==> config.mk <==
export PLATFORM = sky130hd
export DESIGN_NAME = pcg_tone
export DESIGN_NICKNAME = d
export VERILOG_FILES = /design/src/pcg_pkg.sv /design/src/pcg_tone.sv
export SDC_FILE = /design/constraint.sdc
export NUM_CORES = 2
export LEC_CHECK = 0
export BUFFER_PORTS_ARGS = -buffer_cell sky130_fd_sc_hd__clkbuf_2
export CORE_MARGIN = 5
export CORE_UTILIZATION = 40
export DETAILED_ROUTE_END_ITERATION = 6
export PLACE_DENSITY = 0.61
export SLEW_MARGIN = 25
export SYNTH_ARGS = -nofsm -noshare
export SYNTH_HDL_FRONTEND = slang
export SYNTH_SLANG_ARGS = --single-unit
==> constraint.sdc <==
create_clock -name clk -period 13.9 [get_ports clk]
set_input_delay 2.78 -clock clk [delete_from_list [all_inputs] [get_ports clk]]
set_output_delay 2.78 -clock clk [all_outputs]
set_load 0.005 [all_outputs]
==> src/pcg_pkg.sv <==
`timescale 1ns / 1ps
`default_nettype none
// ----------------------------------------------------------------------------
// pcg_pkg
// shared widths, constants and types for the pixel color grading pipeline
// ----------------------------------------------------------------------------
package pcg_pkg;

  // gain format: unsigned, GAIN_FRAC_BITS fractional bits
  localparam int GAIN_FRAC_BITS = 12;
  localparam int GAIN_W         = 16;
  localparam int CFG_DATA_W     = 48;
  localparam int CFG_IDX_W      = 3;

  // register stages, input to output register
  localparam int NUM_STAGES   = 8;
  localparam int FRONT_STAGES = 5;
  localparam int TONE_STAGES  = 2;

  // contrast product: 10-bit signed channel offset times 17-bit signed gain
  localparam int CP_W = 27;
  // channel value after contrast, Q.8
  localparam int V_W  = CP_W - (GAIN_FRAC_BITS - 7);
  // luma products and their sum
  localparam int P_W  = V_W + 17;
  // channel minus grey
  localparam int D_W  = V_W + 1;
  // saturation product
  localparam int SP_W = D_W + 17;
  // saturated channel, Q.8
  localparam int S_W  = V_W + 18 - GAIN_FRAC_BITS;
  // tint product, Q(8+G)
  localparam int T_W  = S_W + 17;
  // shift that brings a tint product back to an integer byte
  localparam int TINT_SHIFT = 8 + GAIN_FRAC_BITS;

  // luma weights, Q16, red green blue
  localparam logic [15:0] LUMA_W [3] = '{16'd19595, 16'd38470, 16'd7471};
  localparam int LUMA_SHIFT = 16;

  // tone thresholds on integer luma in Q16
  localparam int TONE_L_W = 24;
  localparam logic [TONE_L_W-1:0] TONE_LOW_LIMIT  = 24'd5514855;
  localparam logic [TONE_L_W-1:0] TONE_HIGH_LIMIT = 24'd11029709;

  localparam logic [GAIN_W-1:0] GAIN_ONE = GAIN_W'(1 << GAIN_FRAC_BITS);

  typedef logic signed [V_W-1:0]  vval_t;
  typedef logic signed [S_W-1:0]  sval_t;

  typedef struct packed {
    logic [GAIN_W-1:0] blue;
    logic [GAIN_W-1:0] green;
    logic [GAIN_W-1:0] red;
  } tint_t;

  typedef struct packed {
    logic [GAIN_W-1:0] contrast;
    logic [GAIN_W-1:0] saturation;
    tint_t             shadow;
    tint_t             midtone;
    tint_t             highlight;
  } cfg_t;

  typedef enum logic [CFG_IDX_W-1:0] {
    REG_CONTRAST   = 3'd0,
    REG_SATURATION = 3'd1,
    REG_SHADOW     = 3'd2,
    REG_MIDTONE    = 3'd3,
    REG_HIGHLIGHT  = 3'd4
  } cfg_reg_e;

endpackage : pcg_pkg
`default_nettype wire

==> src/pcg_tone.sv <==
`timescale 1ns / 1ps
`default_nettype none
// ----------------------------------------------------------------------------
// pcg_tone
// tone luma, tint selection, tint gain and final clamp
// ----------------------------------------------------------------------------
module pcg_tone import pcg_pkg::*; (
  input  logic                   clk,
  input  logic [TONE_STAGES-1:0] adv,
  input  sval_t                  sat [3],
  input  tint_t                  shadow_tint,
  input  tint_t                  midtone_tint,
  input  tint_t                  highlight_tint,
  output logic [7:0]             graded [3]
);

  logic [7:0]            k [3];
  logic [TONE_L_W-1:0]   luma;
  tint_t                 tint_next;
  logic [GAIN_W-1:0]     gain [3];
  logic signed [T_W-1:0] t_next [3];

  tint_t                 tint6;
  sval_t                 sat6 [3];
  logic signed [T_W-1:0] t7 [3];

  always_comb begin
    for (int i = 0; i < 3; i++) begin
      // clamped integer copy for tone measurement
      if (sat[i][S_W-1])
        k[i] = 8'd0;
      else if (|sat[i][S_W-2:16])
        k[i] = 8'hff;
      else
        k[i] = sat[i][15:8];
    end
    luma = TONE_L_W'(LUMA_W[0]) * TONE_L_W'(k[0])
         + TONE_L_W'(LUMA_W[1]) * TONE_L_W'(k[1])
         + TONE_L_W'(LUMA_W[2]) * TONE_L_W'(k[2]);
    priority if (luma < TONE_LOW_LIMIT)
      tint_next = shadow_tint;
    else if (luma < TONE_HIGH_LIMIT)
      tint_next = midtone_tint;
    else
      tint_next = highlight_tint;

    gain[0] = tint6.red;
    gain[1] = tint6.green;
    gain[2] = tint6.blue;
    for (int i = 0; i < 3; i++) begin
      t_next[i] = T_W'(sat6[i]) * T_W'($signed({1'b0, gain[i]}));
      if (t7[i][T_W-1])
        graded[i] = 8'd0;
      else if (|t7[i][T_W-2:TINT_SHIFT+8])
        graded[i] = 8'hff;
      else
        graded[i] = t7[i][TINT_SHIFT+7:TINT_SHIFT];
    end
  end

  always_ff @(posedge clk) begin
    if (adv[0]) begin
      tint6 <= tint_next;
      sat6  <= sat;
    end
    if (adv[1]) t7 <= t_next;
  end

endmodule : pcg_tone
`default_nettype wire

* Yosys cells after proc, flatten, opt, wreduce, memory -nomap -nowiden
Index checks and enable logic that the tools add are counted.
** Operators by class
- Reduce and logical (&&, ||, !) cells :: 6
- Muxes and demuxes :: 14
- Add/sub/neg operators :: 2
- Order comparisons :: 2
- Multipliers :: 6
** Operators with widths (count)
- multiplier 28 x 17 -> 45 bit :: 3
- 2-to-1 mux 48 bit :: 2
- 2-to-1 mux 8 bit :: 12
- OR reduction 16 bit :: 3
- multiplier 15 x 8 -> 23 bit (first input constant) :: 2
- OR reduction 11 bit :: 3
- adder 23 x 24 -> 24 bit :: 1
- adder 24 x 21 -> 24 bit :: 1
- < comparator 24 x 23 -> 1 bit (second input constant) :: 1
- < comparator 24 bit (second input constant) :: 1
- multiplier 13 x 8 -> 21 bit (first input constant) :: 1
** Storage, ports and cells
- Output and inout port bits :: 24
- Register bits :: 267

* Longest topological paths before layout
- Word-level depth :: 9
- Depth in mapped cells :: 40
- Mapped depth without buffers :: 38

* Worst setup path after synthesis
No wires, ideal clock.
- Path kind :: input to register
- Start point :: input sat[46] (netlist bit)
- End point :: register tint6, in the netlist gain[0], data pin
- Stages on the path :: 38
- Arrival :: 11.173 ns
- Slack :: 2.470 ns
- Library setup time :: 0.257 ns
- Path buffers :: 2
- Data required time :: 13.643 ns
- Cell sequence :: nor4_1 > nand3_1 > nor2_1 > nor2_1 > ha_1 > inv_1 > fa_1 > fa_1 > inv_1 > ha_1 > and3b_1 > o21a_1 > o21ai_0 > a21oi_1 > o21a_1 > o21ai_0 > nor2b_1 > xnor2_1 > [... 2 more ...] > inv_1 > fa_1 > fa_1 > inv_1 > ha_1 > a211oi_1 > nor2_1 > a2111oi_2 > nor2_1 > a211o_1 > a311oi_2 > nor2_1 > o221a_1 > mux2_2 > buf_6 > buf_6 > nand2_1 > nand2_1
** RTL lines
- start: declaration :: line pcg_tone.sv:10 : input sval_t sat [3],
- end signal: assignment :: line pcg_tone.sv:63 : tint6 <= tint_next;
- end: declaration :: line pcg_tone.sv:23 : tint_t tint6;

==> impl_metrics.env <==
export IMPL_post_synth_xor_area_fraction=0.01772
export IMPL_path_common_cell="sky130_fd_sc_hd__fa_1"
export IMPL_die_area_um2=156100
export IMPL_min_from="gain[15]"
export IMPL_final_wl_mm=155.5
export IMPL_final_min_clock_period_ps=12430
export IMPL_r2r_start="sat6[12]"
export IMPL_setup_repair_after_global_routing_missed_its_margin="false"
export IMPL_gr_total_overflow=0
export IMPL_largest_cells_by_area_after_synthesis="sky130_fd_sc_hd__fa_1 48%, sky130_fd_sc_hd__edfxtp_1 10%, sky130_fd_sc_hd__inv_1 10%"
export IMPL_ys_ff_latch=207
export IMPL_worst_path_max_delay_cell="sky130_fd_sc_hd__fa_1"
export IMPL_core_um2=147700
export IMPL_combinational_family_with_the_most_area_after_synthesis="adder cells"
export IMPL_detailed_place_area_um2=62640
export IMPL_setup_viol=0
export IMPL_timing_max_slew_rel_slack=0.3117
export IMPL_setup_total_negative_slack_ps=0
export IMPL_grt_pass1_wl_mm=252.8
export IMPL_grt_pass1_vias=45951
export IMPL_drt_pre_antenna_iters=6
export IMPL_worst_ep_required_time_ps=14370
export IMPL_synth_flop_cell="sky130_fd_sc_hd__edfxtp_1"
export IMPL_synth_mux_area_frac=0.0005484
export IMPL_finalCritPeriodShare=0.8946
export IMPL_max_clock_path_buffers=3
export IMPL_drive_above_1_share=0.06504
export IMPL_synth_warning_count=0
export IMPL_ys_seq_area_frac=0.1048
export IMPL_netlist_area_um2=59320
export IMPL_grt_max_degree=93
export IMPL_synth_compound_area_frac=0.03889
export IMPL_initial_utilization=0.4017
export IMPL_worst_path_clk_slew_ps=60
export IMPL_hold_path_endpoint="t7[44]"
export IMPL_postCtsHoldBufs=0
export IMPL_io_pins=255
export IMPL_synth_fa_ha_area_frac=0.5776
export IMPL_syn_nets=8334
export IMPL_drt_initial_drc_count=2164
export IMPL_postCtsResizedCells=0
export IMPL_worst_setup_path_start_kind="input pin"
export IMPL_postcts_setup_bufs=0
export IMPL_tritoncts="done"
export IMPL_ff2ff_setup_slack_ps=5370
export IMPL_num_vias=41251
export IMPL_slew_violations=0
export IMPL_synth_area_per_cell_um2=9.549
export IMPL_final_stage_net_count=8461
export IMPL_clock_sinks=207
export IMPL_die_height_um=395.1
export IMPL_status="finished clean"
export IMPL_htree_levels=2
export IMPL_drv_max_cap_violation_count=0
export IMPL_fin_worst_skew_ps=58.71
export IMPL_gp_congestion=0.8723
export IMPL_crit_fanout=27
export IMPL_synthDominantCellAreaShare=0.4765
export IMPL_drt_wirelength_per_cell_um=18.73
export IMPL_io_buffer_count=254
export IMPL_worst_skew_pair_late_latency_ps=620
export IMPL_detailed_place_hpwl_mm=120.9
export IMPL_critical_path_arrival_ps=12900
export IMPL_crit_end_category="flip-flop"
export IMPL_max_stage_delay_ps=530
export IMPL_fmaxAchievable_ghz=0.08042
export IMPL_post_synth_inst_count=6212
export IMPL_hold_viol_final=0
export IMPL_drt_vias_per_instance=4.971
export IMPL_summed_area_of_non_filler_cells_in_the_final_layout_um2=63800
export IMPL_area_share_of_and_or_nand_nor_cells_after_synthesis=0.1411
export IMPL_die_w_um=395.1
export IMPL_area_growth_syn_to_layout_pct=7.562
export IMPL_detail_route_antenna_nets=0
export IMPL_number_of_cells_traversed_by_the_worst_register_to_register_path=24
export IMPL_postSynth_asyncResetShare=0
export IMPL_rows=141
export IMPL_timing_worst_setup_path_type="in -> reg"
export IMPL_ys_types=68
export IMPL_fillers=14355
export IMPL_hold_path_cell_count=7
export IMPL_cts_made_buffers=34
export IMPL_worstMarginPinSlew_ps=1022
export IMPL_holdCritPathClass="reg -> reg"
export IMPL_total_drc_errors_in_the_routed_layout=0
export IMPL_synth_edf_count=207
export IMPL_ctsRootBufferMaster="sky130_fd_sc_hd__clkbuf_16"
export IMPL_groute_usage_overall=0.2058
export IMPL_synth_largest_area_cell="sky130_fd_sc_hd__fa_1"
export IMPL_grt_antenna_before_repair=7
export IMPL_r2r_end="t7[44]"
## flip-flops by register name (all words and copies together), names as in the netlist
signal	flops
sat6	84
gain	48
t7	75
## cell families (layout without fill, tap and decap cells)
kind of cell / count (synthesis) / count (layout)
simple gates: 1779 / 1779
compound gates: 340 / 340
mux: 3 / 3
buf+inv: 1872 / 2025
other cells: 0 / 4
flops: 207 / 207
fa+ha+maj: 1891 / 1891
xor+xnor: 120 / 120
## how the worst max path moves through the flow
stage            start        to  slack [ps]  cells after the start
3_3_place_gp   sat[45]  gain[36]         650                     37
4_1_cts        sat[45]  gain[19]        1460                     38
6_report       sat[45]  gain[35]        1470                     38
3_5_place_dp   sat[45]  gain[42]         830                     38
2_1_floorplan  sat[46]   gain[0]        2470                     38
5_1_grt        sat[44]  gain[37]         820                     38
## placed cells by master, fill, tap and decap left out, types with 6 or more instances in the layout
master	instances
sky130_fd_sc_hd__or2_2	20
sky130_fd_sc_hd__fa_1	1412
sky130_fd_sc_hd__a31oi_1	11
sky130_fd_sc_hd__buf_4	71
sky130_fd_sc_hd__o21bai_1	10
sky130_fd_sc_hd__o211ai_1	7
sky130_fd_sc_hd__inv_1	1637
sky130_fd_sc_hd__nand4_1	19
sky130_fd_sc_hd__and3_1	15
sky130_fd_sc_hd__a21oi_1	82
sky130_fd_sc_hd__clkbuf_16	35
sky130_fd_sc_hd__nand3_1	22
sky130_fd_sc_hd__nand2_1	953
sky130_fd_sc_hd__xnor2_1	85
sky130_fd_sc_hd__nor3_1	19
sky130_fd_sc_hd__a21boi_0	8
sky130_fd_sc_hd__xor2_1	35
sky130_fd_sc_hd__and2_1	523
sky130_fd_sc_hd__o31ai_1	6
sky130_fd_sc_hd__a22oi_1	48
sky130_fd_sc_hd__nand2b_1	12
sky130_fd_sc_hd__clkbuf_2	252
sky130_fd_sc_hd__ha_1	479
sky130_fd_sc_hd__nor2_1	143
sky130_fd_sc_hd__a211oi_1	14
sky130_fd_sc_hd__a21o_1	46
sky130_fd_sc_hd__o21ai_0	46
sky130_fd_sc_hd__o21a_1	15
sky130_fd_sc_hd__a211o_1	6
sky130_fd_sc_hd__edfxtp_1	207
sky130_fd_sc_hd__nor4_1	20
sky130_fd_sc_hd__nor2b_1	15
## worst max-delay path: cells and delay by family
family                   cells  cell delay (ps)
buffers and inverters        6              570
adder cells (fa/ha/maj)      9             3900
XOR/XNOR                     1              160
AND/OR/NAND/NOR             11             2590
AO/OA/AOI/OAI               11             2850
## synthesized netlist by cell type, types with 16 or more instances
cell type / count
sky130_fd_sc_hd__inv_1: 1637
sky130_fd_sc_hd__nor4_1: 20
sky130_fd_sc_hd__fa_1: 1412
sky130_fd_sc_hd__and2_1: 523
sky130_fd_sc_hd__o21ai_0: 46
sky130_fd_sc_hd__a21o_1: 46
sky130_fd_sc_hd__nor2_1: 144
sky130_fd_sc_hd__a21oi_1: 82
sky130_fd_sc_hd__xor2_1: 35
sky130_fd_sc_hd__edfxtp_1: 207
sky130_fd_sc_hd__ha_1: 479
sky130_fd_sc_hd__xnor2_1: 85
sky130_fd_sc_hd__nand2_1: 953
sky130_fd_sc_hd__nor2b_1: 16
sky130_fd_sc_hd__nor3_1: 19
sky130_fd_sc_hd__a22oi_1: 48
sky130_fd_sc_hd__nand4_1: 19
sky130_fd_sc_hd__clkbuf_1: 206
sky130_fd_sc_hd__nand3_1: 22
sky130_fd_sc_hd__or2_2: 20
## per-stage QoR
step	hold slack, ps	util	cells	setup WS [ps]
2_1_floorplan	1316	-	6212	2470
3_3_place_gp	1911	0.4242	8232	653.1
3_5_place_dp	1927	0.4242	8232	831.9
4_1_cts	1946	0.4319	8294	1459
5_1_grt	2034	0.4320	8296	815.8
6_report	1903	0.4321	8299	1465
## layer usage
| layer | global-route usage | wire, um |
|---|---|---|
| met2 | 0.3527 | 75750 |
| met1 | 0.2669 | 63830 |
| met4 | 0.06502 | 5271 |
| met3 | 0.03520 | 10630 |
| met5 | 0 | 0 |
## layout make-up
type,instances,area [um2],share of cell area
clock buffer,36,879.6,0.01379
tap,1930,2415,0.03785
antenna,4,10.01,0.0001569
inverter,1637,6145,0.09630
sequential,207,6216,0.09742
multi-input combinational,4133,46040,0.7216
clock inverter,26,256.5,0.004020
timing repair buffer,326,1844,0.02890
Power is not shown: default switching activity piles up to over one toggle a cycle in this logic, so the estimate is an artifact.
