**config.mk**
```make
export PLATFORM = sky130hd
export DESIGN_NAME = pcg_config
export DESIGN_NICKNAME = d
export VERILOG_FILES = /design/src/pcg_pkg.sv /design/src/pcg_config.sv
export SDC_FILE = /design/constraint.sdc
export NUM_CORES = 1
export LEC_CHECK = 0
export BUFFER_PORTS_ARGS = -buffer_cell sky130_fd_sc_hd__clkbuf_2
export CORE_AREA = 2 2 122 124
export DETAILED_ROUTE_END_ITERATION = 8
export DIE_AREA = 0 0 124 126
export PLACE_DENSITY_LB_ADDON = 0.08
export RECOVER_POWER = 100
export SYNTH_ARGS = -nofsm -noshare
export SYNTH_HDL_FRONTEND = slang
export SYNTH_SLANG_ARGS = --single-unit
```
**constraint.sdc**
```tcl
create_clock -name clk -period 1.5 [get_ports clk]
set_clock_uncertainty 0.2 [all_clocks]
set_input_delay 0.15 -clock clk [delete_from_list [all_inputs] [get_ports clk]]
set_output_delay 0.15 -clock clk [all_outputs]
set_load 0.01 [all_outputs]
```
**src/pcg_pkg.sv**
```systemverilog
`timescale 1ns / 1ps
`default_nettype none
// ----------------------------------------------------------------------------
// pcg_pkg
// shared widths, constants and types for the pixel color grading pipeline
// ----------------------------------------------------------------------------
package pcg_pkg;

  // gain format: unsigned, GAIN_FRAC_BITS fractional bits
  localparam int GAIN_FRAC_BITS = 12;
  localparam int GAIN_W         = 16;
  localparam int CFG_DATA_W     = 48;
  localparam int CFG_IDX_W      = 3;

  // register stages, input to output register
  localparam int NUM_STAGES   = 8;
  localparam int FRONT_STAGES = 5;
  localparam int TONE_STAGES  = 2;

  // contrast product: 10-bit signed channel offset times 17-bit signed gain
  localparam int CP_W = 27;
  // channel value after contrast, Q.8
  localparam int V_W  = CP_W - (GAIN_FRAC_BITS - 7);
  // luma products and their sum
  localparam int P_W  = V_W + 17;
  // channel minus grey
  localparam int D_W  = V_W + 1;
  // saturation product
  localparam int SP_W = D_W + 17;
  // saturated channel, Q.8
  localparam int S_W  = V_W + 18 - GAIN_FRAC_BITS;
  // tint product, Q(8+G)
  localparam int T_W  = S_W + 17;
  // shift that brings a tint product back to an integer byte
  localparam int TINT_SHIFT = 8 + GAIN_FRAC_BITS;

  // luma weights, Q16, red green blue
  localparam logic [15:0] LUMA_W [3] = '{16'd19595, 16'd38470, 16'd7471};
  localparam int LUMA_SHIFT = 16;

  // tone thresholds on integer luma in Q16
  localparam int TONE_L_W = 24;
  localparam logic [TONE_L_W-1:0] TONE_LOW_LIMIT  = 24'd5514855;
  localparam logic [TONE_L_W-1:0] TONE_HIGH_LIMIT = 24'd11029709;

  localparam logic [GAIN_W-1:0] GAIN_ONE = GAIN_W'(1 << GAIN_FRAC_BITS);

  typedef logic signed [V_W-1:0]  vval_t;
  typedef logic signed [S_W-1:0]  sval_t;

  typedef struct packed {
    logic [GAIN_W-1:0] blue;
    logic [GAIN_W-1:0] green;
    logic [GAIN_W-1:0] red;
  } tint_t;

  typedef struct packed {
    logic [GAIN_W-1:0] contrast;
    logic [GAIN_W-1:0] saturation;
    tint_t             shadow;
    tint_t             midtone;
    tint_t             highlight;
  } cfg_t;

  typedef enum logic [CFG_IDX_W-1:0] {
    REG_CONTRAST   = 3'd0,
    REG_SATURATION = 3'd1,
    REG_SHADOW     = 3'd2,
    REG_MIDTONE    = 3'd3,
    REG_HIGHLIGHT  = 3'd4
  } cfg_reg_e;

endpackage : pcg_pkg
`default_nettype wire

```
**src/pcg_config.sv**
```systemverilog
`timescale 1ns / 1ps
`default_nettype none
// ----------------------------------------------------------------------------
// pcg_config
// grading gain registers behind the plain write port
// ----------------------------------------------------------------------------
module pcg_config import pcg_pkg::*; (
  input  logic                  clk,
  input  logic                  rst,
  input  logic                  cfg_write,
  input  logic [CFG_IDX_W-1:0]  cfg_index,
  input  logic [CFG_DATA_W-1:0] cfg_data,
  output cfg_t                  cfg
);

  localparam tint_t TINT_RESET = '{blue: GAIN_ONE, green: GAIN_ONE, red: GAIN_ONE};

  always_ff @(posedge clk) begin
    if (rst) begin
      cfg.contrast   <= GAIN_ONE;
      cfg.saturation <= GAIN_ONE;
      cfg.shadow     <= TINT_RESET;
      cfg.midtone    <= TINT_RESET;
      cfg.highlight  <= TINT_RESET;
    end else if (cfg_write) begin
      unique case (cfg_index)
        REG_CONTRAST:   cfg.contrast   <= cfg_data[GAIN_W-1:0];
        REG_SATURATION: cfg.saturation <= cfg_data[GAIN_W-1:0];
        REG_SHADOW:     cfg.shadow     <= tint_t'(cfg_data);
        REG_MIDTONE:    cfg.midtone    <= tint_t'(cfg_data);
        REG_HIGHLIGHT:  cfg.highlight  <= tint_t'(cfg_data);
        default: ;  // unused index, write dropped
      endcase
    end
  end

endmodule : pcg_config
`default_nettype wire

```
; Word-level counts from Yosys, hierarchy flattened
; Cells that the tools add are included.
[totals]
output_inout_bits = 176
wordCells = 21
reg_bits = 176
[classes]
n_reduce_logical = 6
n_eq_ne = 4
[op_table]
columns = cell, n
row1 = AND reduction 2 bit, 5
row2 = equality test 3 x 2 -> 1 bit (second input constant), 2
row3 = equality test 3 x 1 -> 1 bit (second input constant), 1
row4 = equality test 3 bit (second input constant), 1
row5 = logical NOT 3 bit, 1

; Depth between registers and ports, before layout
; Gate-level depths: netlist (run 1).
[depth]
word_depth = 2
depth_mapped = 6
depth_no_buf = 2

; Least setup slack after synthesis (run 1)
; Ideal clock, no wire load.
[synth_timing]
kind = input to register
startpoint = in cfg_index[1]
endpoint = reg cfg[172] (netlist name)
n_path_buf = 2
cell_stages = 4
arrival_time_ns = 1.089
required_ns = 1.171
setup_slack_ns = 0.082
path_cell_list = buf_2 -> or4b_1 -> buf_4 -> mux2i_1
[synth_via]
elab_chain_cells = 2
[synth_rtl]
columns = item, line
row1 = "start, declared", pcg_config.sv:11  ; input logic [CFG_IDX_W-1:0] cfg_index,
row2 = logical NOT 3 bit, pcg_config.sv:26  ; unique case (cfg_index)
row3 = AND reduction 2 bit (no line), n/a
row4 = "end, declared", pcg_config.sv:13  ; output cfg_t cfg
; Every way passes these cells.
; A chain may end at the register's enable or synchronous reset.

==> results.md, run 1 <==
Run status:
- The flow ran to the end, and the final reports show no timing, DRC or antenna violations.

Timing:
- The count of final hold-check violations is 0.
- Static timing analysis puts the maximum clock frequency at 698.0 MHz.
- The post-route worst setup slack is 0.06737 ns.
- The shortest period the worst path allows is 1.433 ns.
- The number of pins exceeding their max-slew limit in the final report is 0.
- Of the available clock period, the critical path in the final layout requires 0.9551.
- The worst pin sits at a relative slew slack of 0.7886.
- The number of failing setup endpoints in the final timing report is 0.
- The setup TNS is 0 ns.
- The transition time of the tightest slew-check pin is 0.3160 ns.

Synth:
- dfxtp_1 takes more of the synthesized area than any other cell.
- The basic-gate share of the synthesized area counting and, or, nand and nor cells is 0.2092.
- Of the total synthesized cell area, the portion taken by full adders, half adders and majority gates is 0.
- Among all cell types in the netlist, the one instantiated most often is nand2b_1.
- The portion of netlist area occupied by mux cells is 0.2520.
- The synthesized-area fraction occupied by ao, oa, aoi and oai cells is 0.
- The share of synthesized area in the top cell type comes to 0.5039.
- The xor/xnor cell area share of the yosys netlist is 0.
- The commonest cells after synthesis are 210 x nand2b_1, 176 x dfxtp_1, 176 x mux2i_1.
- A synthesized cell averages 11.08 sq um.
- Synthesis handed over a netlist of 631 instances.
- The largest family of logic cells by synthesized area is multiplexers.
- The count of distinct cell types in the synthesized netlist is 13.
- Yosys attributes the largest share of cell area to dfxtp_1 50%, mux2i_1 25%, nand2b_1 19%.
- The sequential element share of the synthesized area is 0.5039.
- In the synthesized netlist the dominant register cell turns out to be dfxtp_1.
- The number of synthesis warnings is 0.
- The number of flops mapped to enable cells by yosys is 0.
- The synthesized netlist net count is 685.
- In this run, synthesis produced a sequential element count of 176.
- The synthesized netlist occupies a cell area of 0.006992 sq mm.
- The async set or reset register ratio after synthesis is 0.

Clocking:
- The clock tree from TritonCTS is yes.
- The number of buffers on the longest clock path is 2.
- The library cell used as clock root buffer is clkbuf_16.
- At the later pin of the worst-skew pair, clock insertion delay measures 0.42 ns.
- The number of post-CTS setup repair buffers is 0.
- Counting every sink on the clock net gives 176.
- The number of H-tree levels is 4.
- The post-CTS clock slew at the launch and capture registers of the worst setup and hold paths is 0.06 ns.
- In this run, CTS created clock tree buffers numbering 17.

Drt:
- In the routed design, unresolved DRC markers number 0.
- The DRC marker count from the first detailed-route iteration is 204.
- Wires add up to 17.08 mm.
- After detailed routing, the number of vias per cell comes to 4.806.
- The detailed router placed 5315 vias in this run.
- The post-detailed-route wirelength per cell is 15.45 um.
- The pre-antenna-repair detailed-routing pass consisted of 4 iterations.
- The remaining antenna violation count after routing is 0.

Die:
- The I/O pin count is 230.
- The floorplan step defined a die boundary enclosing 0.01562 sq mm.
- The die is 126 um tall.
- After floorplanning, the core was sized to cover 0.01431 sq mm.
- For this configuration, the core starts out at a cell density of 0.4885.
- The initialized floorplan defines 44 standard-cell rows.
- The overall die width is 124 um.

Place:
- Port buffering added 229 buffers.
- The post-placement setup slack is -0.03124 ns.
- The congestion estimate from routability-driven global placement came to 0.7656.
- The HPWL after detailed placement is 11.91 mm.

Global route:
- The initial antenna violation count is 0.
- Entering global routing, the biggest net connects 87 pins.
- The wire length of the first global-routing pass is 26.90 mm.
- Summed over all layers, the global routing overflow is 0.
- The via count of the first global-routing pass is 5465.
- For this run, the total global-route usage over all layers was measured as 0.2218.

Critical path:
- The endpoint of the most critical register-to-register path is cfg[90].
- Traced cell by cell, the critical path runs through dlygate4sd3_1, buf_6, buf_4, nand2b_1, mux2i_1.
- In this design, the stage delay of the slowest critical-path cell is 0.57 ns.
- On the critical path the largest part of the delay comes from buffers and inverters.
- Across all register-to-register paths, the minimum setup slack is 0.63 ns.
- STA classifies the critical path endpoint as a register.
- The beginning of the worst register-to-register path is cfg[90].
- In this run the worst setup path terminates at cfg[153].
- For the worst setup path, the data arrival time is 1.53 ns.
- The worst register-to-register path has a depth of 2.
- The count of buffer and inverter cells on the critical path is 3.
- The worst setup path startpoint is rst.
- Data on the critical path is required at its endpoint by 1.60 ns.
- Of all nets on the critical path, the largest fanout is 27.
- The worst setup path is launched from an input port.
- The classification of the worst setup path is in2reg.
- The count of cell instances traversed by the critical path is 5.
- The slowest stage of the critical path belongs to the cell dlygate4sd3_1.

Pwr:
- The static leakage is 4.879 nW.
- Of the total power, the clock network draws 0.458.
- The share of total power dissipated in sequential elements is 0.459.
- In this run the power density over the cells is 1086 mW/mm^2.
- Cell internal power was estimated by the tool at 0.008270 W.
- Summed over all nets, the switching power comes to 0.002253 W.
- Of the total power, the share spent switching nets is 0.2141.
- IR analysis of the VDD net gives a maximum drop of 830.9 uV.
- The fraction of power consumed by combinational cells is 0.083.

Layout:
- In the final layout, the registers with the most flip-flops are cfg (176).
- The antenna diode count is 0.
- The area overhead of the layout relative to synthesis is 38.56%.
- The final-stage net count is 964.
- The multi-input combinational cells in the finished layout cover a total of 0.003293 sq mm.
- The register with the most flip-flops in the layout has 176 of them.
- The register ranked first by flip-flop count is cfg.
- The fraction of layout instances using a drive strength above 1 is 0.3265.
- The count of fill cells added during filler insertion is 1101.
- The area occupied by registers is 0.003523 sq mm.

Flow run:
- Max-cap violations in this run came to 0.

Hold path:
- The path category of the worst min-delay check is in2reg.
[per-layer routing]
metal / wire length, um / vias up / track usage
met5: 0 / - / 0
met4: 465 / 0 / 0.09518
li1: - / 2644 / -
met2: 8185 / 161 / 0.3688
met1: 7246 / 2478 / 0.2623
met3: 1186 / 32 / 0.06884
[metrics by stage]
stage | util | power, W | hold WS [ns] | cell area, sq um | cells
global route | 0.6768 | 0.01086 | 0.08961 | 9688 | 1106
floorplan | - | 0.005375 | 0.1311 | 6992 | 631
detailed placement | 0.5958 | 0.005703 | 0.2415 | 8528 | 1026
global placement | 0.5958 | 0.005679 | 0.2271 | 8528 | 1026
finish | 0.6768 | 0.01052 | 0.06141 | 9688 | 1106
CTS | 0.6750 | 0.01059 | 0.04607 | 9662 | 1106
[how the worst min path moves through the flow]
stage               cells after the start         start  slack [ns]  endpoint
floorplan                               2  cfg_data[28]        0.13   cfg[28]
global route                            4     cfg_write        0.09  cfg[148]
global placement                        3  cfg_data[28]        0.23   cfg[76]
CTS                                     4     cfg_write        0.05  cfg[148]
detailed placement                      3  cfg_data[44]        0.24   cfg[44]
finish                                  4     cfg_write        0.06  cfg[148]
[worst register-to-register path, stage by stage (launching register included)]
cell      delay, ns
dfxtp_1        0.35
nand2b_1       0.07
mux2i_1        0.17
[logic make-up (layout without fill, tap and decap cells)]
| logic type | after synthesis | in the layout |
|---|---|---|
| and+or+nand+nor | 232 | 232 |
| buffers and inverters | 47 | 338 |
| DFF | 176 | 176 |
| muxes | 176 | 176 |
[repair_timing]
action / 4_1_cts / 5_1_grt
hold endpoints to repair: 176 / 0
gates resized for setup: 0 / 10
endpoints found under the setup margin: 0 / 109
hold buffers: 49 / 0
[final cells by class]
class	count	share of cell area
sequential	176	0.3637
timing repair buffer	307	0.2063
multi-input combinational	408	0.3399
tap	184	0.02376
clock buffer	20	0.04714
clock inverter	11	0.01924
[layout by cell type (no fill, tap or decap)]
cell	n
nor4bb_4	2
or4b_1	1
clkinvlp_4	1
clkbuf_2	228
nor4b_4	1
nor2_1	14
clkinv_4	1
nand2b_1	201
nand2b_2	9
clkbuf_16	17
clkbuf_1	1
buf_4	18
clkbuf_8	2
buf_6	1
nand4bb_1	2
buf_12	11
dfxtp_1	176
bufinv_16	5
mux2i_1	176
nand4b_1	1
nand4bb_4	1
clkinv_2	4
dlygate4sd3_1	49
[power by group through the flow]
stage,logic (W),clock network (W),registers (W)
global route,0.000943,0.00507,0.00484
floorplan,0.000394,0,0.00498
global placement,0.000746,0,0.00493
finish,0.000869,0.00482,0.00484
CTS,0.000868,0.00489,0.00484
detailed placement,0.000764,0,0.00494
Power figures use the tool's default switching activity.
==> run 2, diff against run 1 <==
--- a/config.mk
+++ b/config.mk
@@ -12,4 +12,5 @@
 export PLACE_DENSITY_LB_ADDON = 0.08
 export RECOVER_POWER = 100
+export SETUP_SLACK_MARGIN = 0.05
 export SYNTH_ARGS = -nofsm -noshare
 export SYNTH_HDL_FRONTEND = slang
==> constraint.sdc (replaced) <==
create_clock -name clk -period 1.5 [get_ports clk]
set_clock_uncertainty 0.2 [all_clocks]
set_input_delay 0.375 -clock clk [delete_from_list [all_inputs] [get_ports clk]]
set_output_delay 0.375 -clock clk [all_outputs]
set_load 0.01 [all_outputs]
==> run 2 against run 1 <==
  * Clock-buffer cell count did not move
  * Final area rose by 13%
  * Highest routed layer unchanged
  * Non-clock buffer count rose by 34
  * Die area did not move
  * Clock power rose by 2%
  * Sequential share of layout area fell by 2.7 points
  * Hold slack got worse by 0.027 ns
  * Wire length rose by 14%
  * Final cell count rose by 3.2%
  * First-iteration DRC count rose by 41%
  * Sequential power barely moved
==> results.md, run 2 (synthesis results as in run 1) <==
Run status:
- Status: finished clean (unchanged).

Layout:
- The area of the multi-input gates is 0.003256 sq mm (was 0.003293 sq mm).
- Most frequent cells in the layout: 210 x nand2b_1, 176 x mux2i_1, 128 x buf_6 (was 228 x clkbuf_2, 201 x nand2b_1, 176 x mux2i_1, 176 x dfxtp_1, 49 x dlygate4sd3_1).
- The number of flip-flops in the largest register was 176 (unchanged).
- The end-of-flow core utilization was 0.7632 (was 0.6768).
- The area overhead of the layout relative to synthesis is 56.25% (was 38.56%).
- Largest registers: cfg (176) (unchanged).
- The area occupied by registers is 0.003681 sq mm (was 0.003523 sq mm).
- The register ranked first by flip-flop count is cfg (unchanged).
- The count of fill cells added during filler insertion is 943 (was 1101).
- The fraction of layout instances using a drive strength above 1 is 0.5193 (was 0.3265).
- The final-stage net count is 998 (was 964).
- The commonest non-fill, non-tap cell in the layout is nand2b_1 (was clkbuf_2).
- The non-filler instance count after layout is 1141 (was 1106).
- The antenna diode count was 0 (unchanged).

Drt:
- The DRC marker count from the first detailed-route iteration came to 287 (was 204).
- The number of vias per cell after detailed routing is 4.939 (was 4.806).
- The number of remaining DRC errors is 0 (unchanged).
- The post-detailed-route wirelength per cell is 17.01 um (was 15.45 um).
- The remaining antenna violation count after routing is 0 (unchanged).
- The total via count in the routed design came to 5635 (was 5315).
- The total wire length after detailed routing was 19.41 mm (was 17.08 mm).
- The first-pass detailed-route iteration total is 6 (was 4).

Clocking:
- The number of H-tree levels is 4 (unchanged).
- The TritonCTS sink count was 176 (unchanged).
- The number of buffers on the longest clock path is 2 (unchanged).
- The CTS buffer count was 17 (unchanged).
- The hold buffer count at cts is 0 (was 49).
- The later-pin clock latency in the skew report is 0.42 ns (about the same).
- The clock tree from TritonCTS is yes (unchanged).
- The post-CTS clock slew at the launch and capture registers of the worst setup and hold paths is 0.06 ns (about the same).
- The library cell used as clock root buffer is clkbuf_16 (unchanged).

Pwr:
- The internal power is 0.008385 W (was 0.008270 W).
- The worst supply voltage drop on vdd is 753.8 uV (was 830.9 uV).
- The switching portion of total power is 0.2202 (was 0.2141).
- The static leakage is 5.399 nW (was 4.879 nW).
- The fraction of power consumed by combinational cells is 0.088 (was 0.083).
- The total power density per cell area came to 984.4 mW/mm^2 (was 1086 mW/mm^2).
- The fraction of power consumed by the clock network is 0.459 (was 0.458).
- The sequential group share of total power was 0.453 (was 0.459).
- The total net switching power is 0.002368 W (was 0.002253 W).

Critical path:
- The biggest fanout along the worst timing path is 32 (was 27).
- The required time at the worst-slack endpoint is 1.63 ns (was 1.60 ns).
- The data arrival time of the critical path is 1.62 ns (was 1.53 ns).
- The cell at the slowest stage of the critical path was buf_6 (was dlygate4sd3_1).
- The kind of capture point of the worst setup path is a register (unchanged).
- The startpoint type of the worst setup path is an input port (unchanged).
- The maximum cell stage delay along the critical path is 0.41 ns (was 0.57 ns).
- The classification of the worst setup path was in2reg (unchanged).
- Cell-by-cell trace of the critical path: clkbuf_2, nor4bb_1, buf_6, mux2i_1 (was dlygate4sd3_1, buf_6, buf_4, nand2b_1, mux2i_1).
- The kind of cell adding the most delay to the critical path is buffers and inverters (unchanged).
- The count of buffer and inverter cells on the critical path is 2 (was 3).

Die:
- The initial standard-cell utilization of the core is 0.4885 (unchanged).
- The core area is 0.01431 sq mm (unchanged).
- The overall die height is 126 um (unchanged).
- The die area is 0.01562 sq mm (unchanged).
- The I/O pin count is 230 (unchanged).
- The overall die width is 124 um (unchanged).
- The number of rows created at floorplan is 44 (unchanged).

Timing:
- The share of the cycle needed by the critical path after routing is 0.9941 (was 0.9551).
- The normalized max-slew margin is 0.6783 (was 0.7886).
- The number of failing setup endpoints in the final timing report came to 0 (unchanged).
- The count of final hold-check violations is 0 (unchanged).
- The shortest period the worst path allows is 1.491 ns (was 1.433 ns).
- The post-route worst setup slack is 0.008830 ns (was 0.06737 ns).
- The setup TNS is 0 ns (unchanged).
- The number of pins exceeding their max-slew limit in the final report is 0 (unchanged).
- The transition time of the tightest slew-check pin is 0.4826 ns (was 0.3160 ns).
- Setup repair after global routing could not meet its margin everywhere.
- The fmax is 670.6 MHz (was 698.0 MHz).

Place:
- The total instance count after detailed placement is 1030 (was 1026).
- The post-placement setup slack came to -0.2580 ns (was -0.03124 ns).
- The HPWL after detailed placement came to 12.14 mm (was 11.91 mm).
- The global placement routability congestion is 0.7880 (was 0.7656).
- The total of buffers placed on input and output ports is 229 (unchanged).

Global route:
- The initial antenna violation count is 0 (unchanged).
- The wire length of the first global-routing pass is 27.83 mm (was 26.90 mm).
- The pin count of the biggest net entering global routing is 55 (was 87).
- The via count of the first global-routing pass came to 5577 (was 5465).
- The overflow left after global routing is 0 (unchanged).
- The total routing resource utilization after global routing came to 0.2287 (was 0.2218).

Flow run:
- The max-cap violation count is 0 (unchanged).

Hold path:
- The path category of the worst min-delay check is in2reg (unchanged).
[run 2: cell count changes in the layout (fill, tap and decap cells not counted), moves of 24 or more]
| cell | before | now |
|---|---|---|
| buf_4 | 18 | 93 |
| clkbuf_2 | 228 | 80 |
| buf_8 | 0 | 24 |
| buf_6 | 1 | 128 |
| dfxtp_1 | 176 | 50 |
| dfxtp_2 | 0 | 126 |
| dlygate4sd3_1 | 49 | 0 |
[run 2: final cells by class]
| cell class | instances | share of cell area |
|---|---|---|
| sequential | 176 | 0.3370 |
| timing repair buffer | 341 | 0.2836 |
| multi-input combinational | 408 | 0.2980 |
| tap | 184 | 0.02107 |
| clock inverter | 12 | 0.01855 |
| clock buffer | 20 | 0.04181 |
[run 2: power groups by stage]
stage          Clock [W]  Sequential [W]  Combinational [W]
2_1_floorplan          0         0.00498           0.000407
3_3_place_gp           0         0.00493           0.000763
3_5_place_dp           0         0.00494           0.000781
4_1_cts          0.00497         0.00485           0.000854
5_1_grt          0.00519         0.00488            0.00101
6_report         0.00494         0.00487           0.000947
[run 2: timing repair]
item	4_1_cts	5_1_grt
endpoints found under the setup margin	176	176
gates cloned	0	0
resized for setup	215	314
setup buffers	44	35
hold endpoints to repair	0	0
[run 2: final timing paths]
path | from | end | slack [ns] | cells past startpoint
setup / recovery | cfg_index[2] | cfg[120] | 0.009 | 4
hold / removal | cfg_data[28] | cfg[28] | 0.03 | 3
hold reg to reg | cfg[13] | cfg[13] | 0.28 | 2
setup reg to reg | cfg[160] | cfg[160] | 0.45 | 4
[run 2: stage by stage]
stage,instance area (sq um),hold slack (ns),power (W)
CTS,10110,0.02077,0.01068
detailed placement,8571,0.2646,0.005719
global route,10920,0.03825,0.01108
finish,10920,0.03435,0.01075
global placement,8571,0.2587,0.005696
floorplan,7051,0.2921,0.005388
[run 2: per-layer routing]
layer	wire length (um)	part of all wire	global-route usage	vias up
met5	0	0	0	-
met4	463	0.024	0.09253	0
met3	1373	0.071	0.07654	33
met2	9862	0.51	0.3930	175
met1	7707	0.40	0.2581	2730
li1	-	-	-	2697
[run 2: worst register-to-register path, stage by stage (launching register included)]
cell	delay [ns]
dfxtp_2	0.33
buf_4	0.13
buf_4	0.12
nand2b_1	0.07
mux2i_1	0.08
==> run 3, diff against run 2 <==
Clock period 1.5 ns to 1.4 ns, I/O delays scaled along.
==> run 3 against run 2 <==
  * Critical endpoint is now cfg[49]
  * Sequential share of layout area up 0.37 points
  * Critical path type is now reg2out
  * Combinational power up 8%
  * Global-route usage down 0.47 points
  * Sequential power up 7.4%
  * Via count down 2.3%
  * Largest power group is now registers
  * Total power down 1.2%
  * The run now ends with setup timing left
  * First-iteration DRC count down 13%
==> results.md, run 3 (synthesis results as in run 1) <==
Die:
- The overall die width is 124 um (unchanged).
- The I/O pin count is 230 (unchanged).
- The number of rows created at floorplan came to 44 (unchanged).
- The core area was 0.01431 sq mm (unchanged).
- The overall die height came to 126 um (unchanged).
- The die area is 0.01562 sq mm (unchanged).
- The initial standard-cell utilization of the core came to 0.4885 (unchanged).

Layout:
- The antenna diode count was 0 (unchanged).
- Most frequent cells in the layout: 210 x nand2b_1, 176 x dfxtp_2, 175 x mux2i_1 (was 210 x nand2b_1, 176 x mux2i_1, 128 x buf_6).
- Largest registers: cfg (176) (unchanged).
- The non-filler instance count after layout is 1131 (was 1141).
- The fraction of layout instances using a drive strength above 1 is 0.5660 (was 0.5193).
- The final-stage net count is 990 (was 998).
- The register ranked first by flip-flop count is cfg (unchanged).
- The number of flip-flops in the largest register is 176 (unchanged).
- The area overhead of the layout relative to synthesis was 57.19% (was 56.25%).
- The commonest non-fill, non-tap cell in the layout is nand2b_1 (unchanged).

Critical path:
- The count of buffer and inverter cells on the critical path is 1 (was 2).
- The startpoint type of the worst setup path is a register (was input port).
- The data arrival time of the critical path came to 0.89 ns (was 1.62 ns).
- The kind of capture point of the worst setup path is an output pin (was register).
- The biggest fanout along the worst timing path is 2 (was 32).
- Cell-by-cell trace of the critical path: buf_8 (was clkbuf_2, nor4bb_1, buf_6, mux2i_1).
- The worst setup path startpoint is cfg[49] (was cfg_index[2]).
- The kind of cell adding the most delay to the critical path was flip-flops (was buffers and inverters).
- The classification of the worst setup path is reg2out (was in2reg).
- The maximum cell stage delay along the critical path was 0.36 ns (was 0.41 ns).
- The beginning of the worst register-to-register path is cfg[130] (was cfg[160]).
- The cell at the slowest stage of the critical path is dfxtp_2 (was buf_6).
- The worst-case register-to-register setup slack is 0.34 ns (was 0.45 ns).
- The required time at the worst-slack endpoint is 0.85 ns (was 1.63 ns).

Clocking:
- The clock tree from TritonCTS was yes (unchanged).
- The CTS buffer count is 17 (unchanged).
- The library cell used as clock root buffer is clkbuf_16 (unchanged).
- The later-pin clock latency in the skew report was 0.42 ns (about the same).
- The TritonCTS sink count is 176 (unchanged).
- The post-CTS clock slew at the launch and capture registers of the worst setup and hold paths is 0.06 ns (about the same).
- The number of buffers on the longest clock path was 2 (unchanged).
- The number of H-tree levels is 4 (unchanged).

Drt:
- The remaining antenna violation count after routing is 0 (unchanged).
- The first-pass detailed-route iteration total came to 4 (was 6).
- The post-detailed-route wirelength per cell is 16.49 um (was 17.01 um).
- The total met3 wirelength after detailed routing is 1.320 mm (was 1.373 mm).
- The number of remaining DRC errors is 0 (unchanged).
- The highest signal layer in the routed design is met4 (unchanged).
- The number of vias per cell after detailed routing is 4.870 (was 4.939).
- The total wire length after detailed routing is 18.65 mm (was 19.41 mm).
- The met2 wirelength from detailed routing is 9.493 mm (was 9.862 mm).
- The total via count in the routed design is 5508 (was 5635).
- The routed metal-1 wire length came to 7.558 mm (was 7.707 mm).
- The DRC marker count from the first detailed-route iteration was 251 (was 287).

Place:
- The global placement routability congestion is 0.7950 (was 0.7880).
- The total instance count after detailed placement is 1021 (was 1030).
- The HPWL after detailed placement is 11.94 mm (was 12.14 mm).
- The post-placement setup slack is -0.3321 ns (was -0.2580 ns).
- The total of buffers placed on input and output ports was 229 (unchanged).

Global route:
- The total routing resource utilization after global routing is 0.2240 (was 0.2287).
- The via count of the first global-routing pass came to 5414 (was 5577).
- The wire length of the first global-routing pass is 27.18 mm (was 27.83 mm).
- The initial antenna violation count is 0 (unchanged).
- The pin count of the biggest net entering global routing came to 60 (was 55).
- The overflow left after global routing came to 0 (unchanged).

Timing:
- The share of the cycle needed by the critical path after routing is 1.027.
- Static timing analysis puts the maximum clock frequency at 695.3 MHz.
- The count of final hold-check violations was 0 (unchanged).
- After layout, the minimum clock period comes to 1.438 ns.
- The number of failing setup endpoints in the final timing report is 172 (was 0).
- The normalized max-slew margin is 0.6772 (was 0.6783).
- Unrepaired setup endpoints after global routing: true (unchanged).
- The number of pins exceeding their max-slew limit in the final report came to 0 (unchanged).
- The setup TNS is -1.917 ns (was 0 ns).
- The post-route worst setup slack is -0.03824 ns (was 0.008830 ns).
- The transition time of the tightest slew-check pin is 0.4841 ns (was 0.4826 ns).

Pwr:
- The switching portion of total power is 0.2231 (was 0.2202).
- The sequential group share of total power is 0.492 (was 0.453).
- The total power density per cell area is 966.2 mW/mm^2 (was 984.4 mW/mm^2).
- The total power consumption of the routed design is 0.01062 W (was 0.01075 W).
- The worst supply voltage drop on vdd is 845.2 uV (was 753.8 uV).
- The static leakage came to 5.352 nW (was 5.399 nW).
- The fraction of power consumed by combinational cells is 0.096 (was 0.088).
- The internal power was 0.008250 W (was 0.008385 W).
- The fraction of power consumed by the clock network is 0.412 (was 0.459).
- The total net switching power is 0.002369 W (was 0.002368 W).

Flow run:
- The max-cap violation count came to 0 (unchanged).

Run status:
- Status: finished with violations (was finished clean).
- The checks that failed: setup timing.

Hold path:
- The path category of the worst min-delay check is in2reg (unchanged).
- The beginning of the worst hold path was cfg_data[19] (was cfg_data[28]).
==> run 3: changes by cell type in the layout (fill, tap and decap cells not counted), moves of 5 or more <==
cell      before  now
dfxtp_2      126  176
buf_6        128  143
buf_4         93   88
buf_8         24   37
dfxtp_1       50    0
clkbuf_2      80   54
==> run 3: cell type report <==
type                    instances  area [sq um]
flip-flops and latches        176          3744
fillers                       927          3323
multi-input cells             408          3259
repair buffers                333          3226
clock buffers                  25         475.5
well taps                     184         230.2
clock inverters                 5         56.30
==> run 3: path summary, 6_finish.rpt <==
kind | to | depth (start not counted)
min reg2reg | cfg[164] | 2
min | cfg[67] | 3
max reg2reg | cfg[130] | 4
max | cfg[49] | 1
==> run 3: routing by layer <==
layer	global-route usage	vias up
met5	0	-
met4	0.07799	0
met3	0.07790	21
met2	0.3801	153
met1	0.2606	2650
li1	-	2684
==> run 3: through the flow <==
stage	hold WS, ns	instance area, sq um	util
after global routing	0.03145	10990	0.7678
after detailed placement	0.2644	8468	0.5916
after global placement	0.2577	8468	0.5916
after floorplan	0.2921	7097	-
final	0.02081	10990	0.7678
after CTS	0.001590	9892	0.6911
==> run 3: power by group through the flow <==
| stage | Clock (W) | Combinational (W) | Sequential, W |
|---|---|---|---|
| 2_1_floorplan | 0 | 0.000444 | 0.00534 |
| 6_report | 0.00437 | 0.00102 | 0.00523 |
| 3_5_place_dp | 0 | 0.000820 | 0.00529 |
| 4_1_cts | 0.00446 | 0.000901 | 0.00520 |
| 5_1_grt | 0.00470 | 0.00109 | 0.00524 |
| 3_3_place_gp | 0 | 0.000798 | 0.00529 |
==> run 3: timing repair <==
item | CTS | global route
setup endpoints to repair | 176 | 177
hold endpoints to repair | 1 | 0
gates resized for setup | 213 | 322
setup buffers | 45 | 34
hold buffers | 1 | 0
